**config.mk**
```make
export PLATFORM = sky130hd
export DESIGN_NAME = packet_and_command_byte_demux
export DESIGN_NICKNAME = d
export VERILOG_FILES = /design/src/rtl/bdmx_pkg.sv /design/src/rtl/bdmx_pkt_asm.sv /design/src/rtl/bdmx_cmd_ring.sv /design/src/rtl/packet_and_command_byte_demux.sv
export SDC_FILE = /design/constraint.sdc
export NUM_CORES = 2
export LEC_CHECK = 0
export ABC_CLOCK_PERIOD_IN_PS = 10200
export BUFFER_PORTS_ARGS = -buffer_cell sky130_fd_sc_hd__buf_4
export CORE_MARGIN = 4
export CORE_UTILIZATION = 40
export DETAILED_ROUTE_END_ITERATION = 8
export MAX_ROUTING_LAYER = met4
export PLACE_DENSITY = 0.6
export SLEW_MARGIN = 10
export SYNTH_ARGS = -nofsm -noshare
export SYNTH_HDL_FRONTEND = slang
export SYNTH_HIERARCHICAL = 1
export SYNTH_SLANG_ARGS = --single-unit
export TNS_END_PERCENT = 50
```
**constraint.sdc**
```tcl
create_clock -name clock -period 10.2 [get_ports clock]
set_input_delay 2.55 -clock clock [delete_from_list [all_inputs] [get_ports clock]]
set_output_delay 2.55 -clock clock [all_outputs]
set_load 0.01 [all_outputs]
```
**src/rtl/bdmx_pkg.sv**
```systemverilog
// Shared types and constants for the packet and command byte demultiplexer.
`timescale 1ns / 1ps

package bdmx_pkg;

   localparam int LEN_W  = 7;
   localparam int BYTE_W = 8;
   localparam int CMD_W  = 2;

   typedef enum logic [CMD_W-1:0] {
      CMD_RX   = 2'd0,
      CMD_POP  = 2'd1,
      CMD_READ = 2'd2,
      CMD_IDLE = 2'd3
   } cmd_type;

   localparam logic [BYTE_W-1:0] CH_DOLLAR  = 8'h24;
   localparam logic [BYTE_W-1:0] CH_NEWLINE = 8'h0A;
   localparam logic [BYTE_W-1:0] CH_QUERY   = 8'h3F;
   localparam logic [BYTE_W-1:0] CH_UPPER_A = 8'h41;
   localparam logic [BYTE_W-1:0] CH_UPPER_Z = 8'h5A;

   // Packet assembler status for the beat being accepted.
   typedef struct packed {
      logic             open;    // a packet is being assembled (before this beat)
      logic             done;    // this beat closed a packet
      logic             hit;     // read index falls inside the completed packet
      logic [LEN_W-1:0] length;  // completed packet length after this beat
   } pkt_stat_type;

   // Command ring status for the beat being accepted.
   typedef struct packed {
      logic popped;
      logic overwrote;
   } ring_stat_type;

   function automatic logic is_cmd_char(input logic [BYTE_W-1:0] b);
      is_cmd_char = ((b >= CH_UPPER_A) && (b <= CH_UPPER_Z)) || (b == CH_QUERY);
   endfunction

endpackage

```
**src/rtl/bdmx_pkt_asm.sv**
```systemverilog
// Packet assembler: two-bank packet memory with fill and completion tracking.
`timescale 1ns / 1ps

module bdmx_pkt_asm #(
   parameter int PACKET_MAX = 94
) (
   input  logic                                clock,
   input  logic                                reset,
   input  logic                                accept,
   input  bdmx_pkg::cmd_type                   cmd,
   input  logic [bdmx_pkg::BYTE_W-1:0]         rx_byte,
   input  logic [bdmx_pkg::LEN_W-1:0]          read_index,
   output bdmx_pkg::pkt_stat_type              stat,
   output logic [bdmx_pkg::BYTE_W-1:0]         rd_data
);

   localparam int DEPTH = 2 * PACKET_MAX;
   localparam int AW    = $clog2(DEPTH);

   logic                         in_packet_ff, in_packet_in;
   logic [bdmx_pkg::LEN_W-1:0]   fill_ff, fill_in;
   logic                         bank_ff, bank_in;
   logic [bdmx_pkg::LEN_W-1:0]   len_ff, len_in;
   logic                         done;
   logic                         wr_en;
   logic [bdmx_pkg::LEN_W-1:0]   wr_ofs;
   logic [AW-1:0]                wr_addr;
   logic [AW-1:0]                rd_addr;
   logic                         hit;
   logic                         rd_en;
   logic [bdmx_pkg::BYTE_W-1:0]  mem [DEPTH];
   logic [bdmx_pkg::BYTE_W-1:0]  rd_data_ff;

   always_comb begin
      in_packet_in = in_packet_ff;
      fill_in      = fill_ff;
      bank_in      = bank_ff;
      len_in       = len_ff;
      done         = 1'b0;
      wr_en        = 1'b0;
      wr_ofs       = fill_ff;
      if (accept && (cmd == bdmx_pkg::CMD_RX)) begin
         if (rx_byte == bdmx_pkg::CH_DOLLAR) begin
            // restart: the dollar lands at position zero
            in_packet_in = 1'b1;
            wr_en        = 1'b1;
            wr_ofs       = '0;
            fill_in      = bdmx_pkg::LEN_W'(1);
         end else if (in_packet_ff) begin
            if (fill_ff < bdmx_pkg::LEN_W'(PACKET_MAX)) begin
               wr_en   = 1'b1;
               fill_in = fill_ff + bdmx_pkg::LEN_W'(1);
            end
            if (rx_byte == bdmx_pkg::CH_NEWLINE) begin
               bank_in      = ~bank_ff;
               len_in       = fill_in;
               in_packet_in = 1'b0;
               done         = 1'b1;
            end
         end
      end
   end

   // Fill the bank not holding the completed packet.
   assign wr_addr = bank_ff ? AW'(wr_ofs) : AW'(wr_ofs) + AW'(PACKET_MAX);
   assign rd_addr = bank_ff ? AW'(read_index) + AW'(PACKET_MAX) : AW'(read_index);
   assign hit     = (cmd == bdmx_pkg::CMD_READ) && (read_index < len_ff);
   assign rd_en   = accept && hit;

   assign stat.open   = in_packet_ff;
   assign stat.done   = done;
   assign stat.hit    = hit;
   assign stat.length = len_in;
   assign rd_data     = rd_data_ff;

   always_ff @(posedge clock) begin
      if (wr_en) begin
         mem[wr_addr] <= rx_byte;
      end
      if (rd_en) begin
         rd_data_ff <= mem[rd_addr];
      end
   end

   always_ff @(posedge clock) begin
      if (reset) begin
         in_packet_ff <= 1'b0;
         fill_ff      <= '0;
         bank_ff      <= 1'b0;
         len_ff       <= '0;
      end else begin
         in_packet_ff <= in_packet_in;
         fill_ff      <= fill_in;
         bank_ff      <= bank_in;
         len_ff       <= len_in;
      end
   end

endmodule

```
**src/rtl/bdmx_cmd_ring.sv**
```systemverilog
// Command ring: circular store that overwrites the oldest entry when full.
`timescale 1ns / 1ps

module bdmx_cmd_ring #(
   parameter int RING_SLOTS = 16
) (
   input  logic                                clock,
   input  logic                                reset,
   input  logic                                push,
   input  logic                                pop,
   input  logic [bdmx_pkg::BYTE_W-1:0]         code_in,
   output bdmx_pkg::ring_stat_type             stat,
   output logic [$clog2(RING_SLOTS)-1:0]       count,
   output logic [bdmx_pkg::BYTE_W-1:0]         rd_data
);

   localparam int PW = $clog2(RING_SLOTS);
   localparam logic [PW-1:0] LAST = PW'(RING_SLOTS - 1);

   logic [PW-1:0]                head_ff, head_in;
   logic [PW-1:0]                tail_ff, tail_in;
   logic [PW-1:0]                head_nx, tail_nx;
   logic                         wr_en;
   logic                         rd_en;
   logic                         popped;
   logic                         overwrote;
   logic [bdmx_pkg::BYTE_W-1:0]  mem [RING_SLOTS];
   logic [bdmx_pkg::BYTE_W-1:0]  rd_data_ff;

   assign head_nx = (head_ff == LAST) ? '0 : head_ff + PW'(1);
   assign tail_nx = (tail_ff == LAST) ? '0 : tail_ff + PW'(1);

   always_comb begin
      head_in   = head_ff;
      tail_in   = tail_ff;
      wr_en     = 1'b0;
      rd_en     = 1'b0;
      popped    = 1'b0;
      overwrote = 1'b0;
      if (push) begin
         wr_en   = 1'b1;
         tail_in = tail_nx;
         if (tail_nx == head_ff) begin
            // full: drop the oldest entry
            head_in   = head_nx;
            overwrote = 1'b1;
         end
      end else if (pop && (head_ff != tail_ff)) begin
         rd_en   = 1'b1;
         head_in = head_nx;
         popped  = 1'b1;
      end
   end

   // Wraps modulo 2**PW, which agrees with the slot count for any depth.
   assign count = (tail_in >= head_in) ? tail_in - head_in
                                       : tail_in + PW'(RING_SLOTS) - head_in;

   assign stat.popped    = popped;
   assign stat.overwrote = overwrote;
   assign rd_data        = rd_data_ff;

   // A pop one beat after a push to the same slot sees the write, which
   // lands at the earlier edge.
   always_ff @(posedge clock) begin
      if (wr_en) begin
         mem[tail_ff] <= code_in;
      end
      if (rd_en) begin
         rd_data_ff <= mem[head_ff];
      end
   end

   always_ff @(posedge clock) begin
      if (reset) begin
         head_ff <= '0;
         tail_ff <= '0;
      end else begin
         head_ff <= head_in;
         tail_ff <= tail_in;
      end
   end

endmodule

```
**src/rtl/packet_and_command_byte_demux.sv**
```systemverilog
// An accepted beat is registered in stage 1, then in the output registers on rsp_.
// Throughput: one beat per cycle while rsp_ready keeps up; each beat makes at most one
// memory write or one read; the packet memory and command ring each register their read.
// Reset clears packet, bank and ring pointers; memory contents are not cleared.
// No clearing pass: the block takes beats as soon as reset is released.
`timescale 1ns / 1ps

module packet_and_command_byte_demux #(
   parameter int PACKET_MAX = 94,
   parameter int RING_SLOTS = 16
) (
   input  logic                                clock,
   input  logic                                reset,
   input  logic                                req_valid,
   output logic                                req_ready,
   input  logic [bdmx_pkg::CMD_W-1:0]          req_cmd,
   input  logic [bdmx_pkg::BYTE_W-1:0]         req_rx_byte,
   input  logic [bdmx_pkg::LEN_W-1:0]          req_read_index,
   output logic                                rsp_valid,
   input  logic                                rsp_ready,
   output logic                                rsp_cmd_valid,
   output logic [bdmx_pkg::BYTE_W-1:0]         rsp_cmd_code,
   output logic                                rsp_packet_done,
   output logic [bdmx_pkg::LEN_W-1:0]          rsp_packet_length,
   output logic [bdmx_pkg::BYTE_W-1:0]         rsp_read_data,
   output logic [$clog2(RING_SLOTS)-1:0]       rsp_queue_count,
   output logic                                rsp_queue_overwrote
);

   localparam int CW = $clog2(RING_SLOTS);

   bdmx_pkg::cmd_type            cmd;
   logic                         accept;
   logic                         push;
   logic                         pop;
   bdmx_pkg::pkt_stat_type       pkt_stat;
   bdmx_pkg::ring_stat_type      ring_stat;
   logic [CW-1:0]                ring_count;
   logic [bdmx_pkg::BYTE_W-1:0]  pkt_rd;
   logic [bdmx_pkg::BYTE_W-1:0]  ring_rd;

   logic                         s1_valid_ff, s1_valid_in;
   logic                         s1_adv;
   bdmx_pkg::pkt_stat_type       s1_pkt_ff;
   bdmx_pkg::ring_stat_type      s1_ring_ff;
   logic [CW-1:0]                s1_count_ff;

   logic                         out_valid_ff, out_valid_in;
   logic                         out_cmd_valid_ff;
   logic [bdmx_pkg::BYTE_W-1:0]  out_cmd_code_ff;
   logic                         out_done_ff;
   logic [bdmx_pkg::LEN_W-1:0]   out_length_ff;
   logic [bdmx_pkg::BYTE_W-1:0]  out_data_ff;
   logic [CW-1:0]                out_count_ff;
   logic                         out_over_ff;

   assign cmd    = bdmx_pkg::cmd_type'(req_cmd);
   assign s1_adv = s1_valid_ff && (!out_valid_ff || rsp_ready);

   assign req_ready = !s1_valid_ff || s1_adv;
   assign accept    = req_valid && req_ready;

   assign push = accept && (cmd == bdmx_pkg::CMD_RX) && !pkt_stat.open
                 && bdmx_pkg::is_cmd_char(req_rx_byte);
   assign pop  = accept && (cmd == bdmx_pkg::CMD_POP);

   bdmx_pkt_asm #(
      .PACKET_MAX (PACKET_MAX)
   ) u_pkt (
      .clock      (clock),
      .reset      (reset),
      .accept     (accept),
      .cmd        (cmd),
      .rx_byte    (req_rx_byte),
      .read_index (req_read_index),
      .stat       (pkt_stat),
      .rd_data    (pkt_rd)
   );

   bdmx_cmd_ring #(
      .RING_SLOTS (RING_SLOTS)
   ) u_ring (
      .clock   (clock),
      .reset   (reset),
      .push    (push),
      .pop     (pop),
      .code_in (req_rx_byte),
      .stat    (ring_stat),
      .count   (ring_count),
      .rd_data (ring_rd)
   );

   // Stage 1 waits on the memory read; the memory data registers hold while
   // it stalls because no new beat is accepted then.
   assign s1_valid_in  = accept || (s1_valid_ff && !s1_adv);
   assign out_valid_in = s1_adv || (out_valid_ff && !rsp_ready);

   always_ff @(posedge clock) begin
      if (accept) begin
         s1_pkt_ff   <= pkt_stat;
         s1_ring_ff  <= ring_stat;
         s1_count_ff <= ring_count;
      end
      if (s1_adv) begin
         out_cmd_valid_ff <= s1_ring_ff.popped;
         out_cmd_code_ff  <= s1_ring_ff.popped ? ring_rd : '0;
         out_done_ff      <= s1_pkt_ff.done;
         out_length_ff    <= s1_pkt_ff.length;
         out_data_ff      <= s1_pkt_ff.hit ? pkt_rd : '0;
         out_count_ff     <= s1_count_ff;
         out_over_ff      <= s1_ring_ff.overwrote;
      end
   end

   always_ff @(posedge clock) begin
      if (reset) begin
         s1_valid_ff  <= 1'b0;
         out_valid_ff <= 1'b0;
      end else begin
         s1_valid_ff  <= s1_valid_in;
         out_valid_ff <= out_valid_in;
      end
   end

   assign rsp_valid           = out_valid_ff;
   assign rsp_cmd_valid       = out_cmd_valid_ff;
   assign rsp_cmd_code        = out_cmd_code_ff;
   assign rsp_packet_done     = out_done_ff;
   assign rsp_packet_length   = out_length_ff;
   assign rsp_read_data       = out_data_ff;
   assign rsp_queue_count     = out_count_ff;
   assign rsp_queue_overwrote = out_over_ff;

   a_done_exclusive : assert property (@(posedge clock) disable iff (reset)
      rsp_valid && rsp_packet_done |-> !rsp_cmd_valid && (rsp_read_data == '0)
                                       && !rsp_queue_overwrote)
      else $error("packet completion beat carries pop, read or overwrite data");

   a_len_bound : assert property (@(posedge clock) disable iff (reset)
      rsp_valid |-> rsp_packet_length <= bdmx_pkg::LEN_W'(PACKET_MAX))
      else $error("packet length exceeds packet limit");

   a_overwrite_full : assert property (@(posedge clock) disable iff (reset)
      rsp_valid && rsp_queue_overwrote |-> rsp_queue_count == CW'(RING_SLOTS - 1))
      else $error("overwrite reported with ring not full");

   a_pop_code : assert property (@(posedge clock) disable iff (reset)
      rsp_valid && rsp_cmd_valid |-> rsp_cmd_code != '0)
      else $error("popped command code is zero");

   a_stage_hold : assert property (@(posedge clock) disable iff (reset)
      s1_valid_ff && !s1_adv |=> s1_valid_ff && !req_ready == !s1_adv)
      else $error("stalled stage dropped its beat");

endmodule

```
# Word level (Yosys, flattened, before mapping)
# Memory sizes are Yosys's and may differ from the RTL's. A register that Yosys moved wholly into a read port is not among the register bits.
# Index checks and enable logic that the tools add are counted.
dict set report word_totals {
  reg_bits 71
  ramBits 1632
  in_bits 21
  output_inout_bits 32
  word_cells 106
  n_memories 2
}
dict set report op_classes {
  add_sub_neg 6
  order_cmp 4
  eq_ne 9
  n_mux 33
  bitwise_logic 4
  n_reduce_logical 27
}
# memory words width rd rd_clocked_by_memory_dff write_ports line_no
set memory_table {}
lappend memory_table {u_pkt.mem 188 8 1 1 1 bdmx_pkt_asm.sv:31} ;# logic [bdmx_pkg::BYTE_W-1:0] mem [DEPTH];
lappend memory_table {u_ring.mem 16 8 1 1 1 bdmx_cmd_ring.sv:27} ;# logic [bdmx_pkg::BYTE_W-1:0] mem [RING_SLOTS];
# cell count
set ops {}
lappend ops {{$mux 7} 9}
lappend ops {{$mux 4} 6}
lappend ops {{$add 7x7->8 const B} 2}
lappend ops {{$eq 8x6->1 const B} 2}
lappend ops {{$mux 1} 16}
lappend ops {{$mux 8} 2}
lappend ops {{$logic_and 1x1->1} 12}
lappend ops {{$add 4x1->4 const B} 2}
lappend ops {{$eq 4x4->1 const B} 2}
lappend ops {{$eq 8x4->1 const B} 1}
lappend ops {{$ge 8x7->1 const B} 1}
lappend ops {{$le 8x7->1 const B} 1}
lappend ops {{$add 7x1->7 const B} 1}
lappend ops {{$lt 7x7->1} 1}
lappend ops {{$lt 7x7->1 const B} 1}
lappend ops {{$logic_not 1->1} 5}
lappend ops {{$logic_or 1x1->1} 5}
lappend ops {{$eq 4x4->1} 1}
lappend ops {{$ne 4x4->1} 1}
lappend ops {{$not 1->1} 4}
lappend ops {{$reduce_and 4->1} 1}
lappend ops {{$sub 4x4->4} 1}
lappend ops {{$reduce_or 3->1} 1}
lappend ops {{$eq 2x1->1 const B} 1}
lappend ops {{other kinds (4)} 4}

# Logic depth before layout (Yosys ltp)
dict set report logic_depth {
  word_depth 11
  mapped_depth 15
  depth_no_buf 14
}

# By module
# The synthesis kept the hierarchy.
# module instances cells_per_inst area_each_um2 seq_area_each_um2
set by_module_without_submodules {}
lappend by_module_without_submodules {bdmx_pkt_asm 1 3419 60423.0 45723.9}
lappend by_module_without_submodules {bdmx_cmd_ring 1 316 5940.7 4244.1}
lappend by_module_without_submodules {packet_and_command_byte_demux 1 82 1622.8 1391.3}

# Worst setup path after synthesis
# No wires, ideal clock.
dict set report synth_path {
  path_kind {input -> register}
  from {input port rsp_ready}
  to {memory u_pkt/mem[114][0] (netlist name), enable pin}
  setup_ns 0.370
  arrival_time_ns 5.815
  required_time_ns 9.830
  slack_ns 4.015
  stages 13
  n_path_buf 1
  path_cell_list {nand3b_1 > and2_1 > nor3b_1 > nand3_1 > nand2_1 > ha_1 > a21oi_1 > a21oi_1 > a21oi_1 > o21ai_0 > nand2_1 > clkbuf_1 > nor2_1}
}
dict set report synth_between {
  elab_chain_cells 8
  elab_cells_between_ends 11
  cone_classes {add/sub: 1; mux: 5; reduce/logical: 5}
}
# item line_no
set synth_lines {}
lappend synth_lines {{start: declaration} packet_and_command_byte_demux.sv:20} ;# input logic rsp_ready,
lappend synth_lines {{$logic_or 1x1->1 *} packet_and_command_byte_demux.sv:58} ;# assign s1_adv = s1_valid_ff && (!out_valid_ff || rsp_ready);
lappend synth_lines {{$logic_and 1x1->1 *} packet_and_command_byte_demux.sv:58}
lappend synth_lines {{$logic_or 1x1->1 *} packet_and_command_byte_demux.sv:60} ;# assign req_ready = !s1_valid_ff || s1_adv;
lappend synth_lines {{$logic_and 1x1->1 *} packet_and_command_byte_demux.sv:61} ;# assign accept = req_valid && req_ready;
lappend synth_lines {{named net accept} packet_and_command_byte_demux.sv:33} ;# logic accept;
lappend synth_lines {{$logic_and 1x1->1 *} bdmx_pkt_asm.sv:42} ;# if (accept && (cmd == bdmx_pkg::CMD_RX)) begin
lappend synth_lines {{$mux 7 / $mux 1 (equally long branches)} bdmx_pkt_asm.sv:42}
lappend synth_lines {{$add 7x7->8 / $mux 1 (equally long branches)} {bdmx_pkt_asm.sv:65, bdmx_pkt_asm.sv:77}}
lappend synth_lines {{$mux 8 / $mux 1 (equally long branches)} {bdmx_pkt_asm.sv:65, bdmx_pkt_asm.sv:78}}
lappend synth_lines {{end: declaration} bdmx_pkt_asm.sv:31}
# The timed path passes the listed nets; every way through them passes the cells marked *.

# Final worst setup path
dict set report layout_path {
  from {input port rsp_ready}
  to {memory u_pkt/mem[72][6] (netlist name), enable pin}
}
# Same word-level chain as after synthesis.

==> summary.md <==
| Metric | Value |
|---|---|
| Synth Instances | `3817` |
| Total congestion overflow | `0` |
| CP Launch Type | `primary input` |
| Area growth, synth to finish | `12.0%` |
| Buffers on Ports | `52` |
| Slew Limit Fails | `0` |
| Die Height | `420 um` |
| P_leak | `23.8 nW` |
| Relative slew margins | `7.26%` |
| Global routing met3 resource utilization | `4.72%` |
| Area after DPL | `0.0708 mm^2` |
| Clk sinks | `1719` |
| Cell area power density | `191 mW/mm^2` |
| Core Box Area | `0.169 mm^2` |
| Highest clock rate | `136 MHz` |
| GP Congestion | `0.893` |
| Largest net degree at the start of global routing | `148` |
| Starting density of the core | `40.2%` |
| Syn nets | `3856` |
| Met1 usage in global routing | `31.6%` |
| Post-DRT Antenna Nets | `0` |
| Ys flop type | `edfxtp_1` |
| Critical path arrival | `7760 ps` |
| Final period util | `72.2%` |
| CTS Buffer Depth | `3` |
| Layout Nets | `3928` |
| Top post-synthesis cells by area | `edfxtp_1 75%, mux4_2 9.2%, nand2_1 2.5%, mux2i_1 1.9%, nor2_1 1.5%` |
| Setup slack after layout | `2840 ps` |
| Later-pin clock latency in the skew report | `780 ps` |
| Die X | `420 um` |
| CP Capture Type | `flip-flop` |
| FF-to-FF setup slack | `4340 ps` |
| Cts hold-fix bufs | `0` |
| Seq cells post-synth | `1719` |
| Drt pass-1 iters | `6` |
| Largest area contributor in the netlist | `edfxtp_1` |
| IO Count | `53` |
| Max_cap viols | `0` |
| Mean Syn Cell Area | `17.8 um^2` |
| Setup Viol. Count Final | `0` |
| PostCTS Resize Cnt | `0` |
| Global-route usage over all layers | `21.9%` |
| Layout cells sized above 1 | `16.9%` |
| Most used routing layer in global routing | `met1` |
| Hold Vio Cnt, Final | `0` |
| EDFF count, synth | `1693` |
| Status | `completed` |
| Tightest Hold Check Type | `flip-flop to flip-flop` |
| Share of the yosys chip area belonging to registers | `75.5%` |
| CTS buffer count | `170` |
| Post-CTS Setup Inserts | `0` |
| Worst-path fanout max | `17` |
| Synthesis Warnings | `6` |
| Vias in the first global route | `35.9k` |
| Post-Route WL | `189000 um` |
| Fin crit period | `7360 ps` |
| Worst EP required | `10600 ps` |
| Reg clk slew, reported paths | `60 ps` |
| Multi-input gate area | `0.0155 mm^2` |
| CTS root buf | `clkbuf_16` |
| Pre-CTS setup slack | `2190 ps` |
| First-pass GRT wire length | `271000 um` |
| Fillers | `14.3k` |
| Worst slew pin tran | `1390 ps` |
| Mapped Area | `0.0680 mm^2` |
| Top-area cell type share of the netlist area | `74.8%` |
| Async SR Flop Fraction | `0%` |
| Clock Skews | `23.8 ps` |
| Hpwl dp | `113000 um` |
| Initial antenna violation count | `3` |
| Final routed DRC violation total | `0` |
| RSZ-0062 raised after global routing | `no` |
| Setup_tns | `0 ps` |
| DR WL/cell | `30.3 um` |
| CTS tree | `built` |
| Row count | `151` |
| Die Footprint | `0.177 mm^2` |
| Setup Crit Path Kind | `primary input to flip-flop` |
| Sequential cell area | `0.0514 mm^2` |
| Design Area, Final | `0.0761 mm^2` |
| Routed vias | `37.3k` |
| Synth unique cells | `86` |
| DR vias/cell | `5.97` |
| Max rail drop VDD | `170 uV` |
| H-tree depth | `4` |
| M2 GR Usage | `31.4%` |
| Drt initial violations | `5090` |
## kinds of logic (layout without fill, tap and decap cells)
logic type	count (synthesis)	count (layout)	synth area share, %
AOI/OAI and AO/OA	408	408	4.31
xor gates and xnor gates	27	27	0.359
adders and majority gates	18	18	0.342
buffers and inverters	247	452	1.99
DFF	1719	1719	75.5
muxes	408	408	11.1
other	0	3	0
and+or+nand+nor	990	990	6.34
## cell usage after synthesis, drive strengths merged (24+ instances only)
| library cell | n |
|---|---|
| edfxtp | 1693 |
| nand2 | 449 |
| mux4 | 277 |
| nor2 | 276 |
| buf | 157 |
| mux2i | 127 |
| nand3 | 102 |
| a21oi | 76 |
| clkbuf | 71 |
| o21ai | 60 |
| a32oi | 56 |
| a31oi | 37 |
| nand4 | 30 |
| nor3 | 27 |
| dfxtp | 26 |
| nor2b | 24 |
## state kept, by name, summed over array words and instances, names as in the netlist
register             cells
s1_ring_ff               2
s1_count_ff              4
u_pkt/mem             1504
u_pkt/bank_ff            1
u_pkt/in_packet_ff       1
rsp_packet_length        7
s1_valid_ff              1
u_pkt/len_ff             7
rsp_valid                1
rsp_read_data            8
rsp_queue_overwrote      1
u_ring/head_ff           4
u_ring/rd_data           8
s1_pkt_ff                9
u_pkt/rd_data            8
rsp_cmd_code             8
u_ring/tail_ff           4
rsp_packet_done          1
u_ring/mem             128
rsp_queue_count          4
u_pkt/fill_ff            7
rsp_cmd_valid            1
## worst paths after layout
check | startpoint | end | cells past startpoint
max | rsp_ready | u_pkt/mem[72][6] | 13
min | s1_pkt_ff[0] | rsp_packet_length[0] | 0
max reg2reg | rsp_valid | u_pkt/mem[72][6] | 12
min reg2reg | s1_pkt_ff[0] | rsp_packet_length[0] | 0
## cell type report
| cell class | instances | share of cell area, % |
|---|---|---|
| clock buffers | 217 | 5.99 |
| diodes | 3 | 0.00986 |
| clock inverters | 88 | 1.03 |
| multi-input cells | 1851 | 20.3 |
| inverters | 19 | 0.0937 |
| repair buffers | 128 | 1.48 |
| well taps | 2218 | 3.64 |
| flip-flops and latches | 1719 | 67.5 |
## metrics by stage
stage / total power [mW] / utilization, % / instances / hold slack, ps
6_report: 14.5 / 45.0 / 6243 / 421
5_1_grt: 15.0 / 45.0 / 6241 / 419
4_1_cts: 14.6 / 45.0 / 6240 / 419
3_5_place_dp: 8.61 / 41.9 / 5935 / 405
3_3_place_gp: 8.61 / 41.9 / 5935 / 403
2_1_floorplan: 8.26 / - / 3817 / 400
## per-layer routing
metal / wire length, um / vias up
li1: - / 15300
met1: 79400 / 19400
met2: 83900 / 2187
met3: 19700 / 347
met4: 5950 / 0
met5: 0 / -
## critical path, cell delays in order
cell and delay (ps):
buf_4 80, nand3b_1 190, and2_1 640, nor3b_1 720, nand3_1 510, nand2_1 260, ha_1 240, nand2b_1 110
mux2_2 300, nor3_1 480, nand2_1 600, buf_4 450, nor2_1 610
## power breakdown
group | internal (mW) | total [mW] | switching, mW
sequential | 7.76 | 7.77 | 0.00394
combinational | 0.197 | 0.694 | 0.496
clock | 3.48 | 6.07 | 2.59
total | 11.4 | 14.5 | 3.09
## placed cells by master, fill, tap and decap left out, drive strengths merged, types with 19 or more instances in the layout
cell type	n
dfxtp	26
a211oi	19
nor2	276
nand2	449
a32oi	56
and2	23
a31oi	37
inv	24
nor3	27
edfxtp	1693
mux4	277
mux2i	127
nand4	30
o21ai	60
clkinv	65
o22ai	23
a21oi	76
nand3	102
nor2b	24
clkbuf	217
buf	128
a22oi	22
Power figures use the tool's default switching activity.
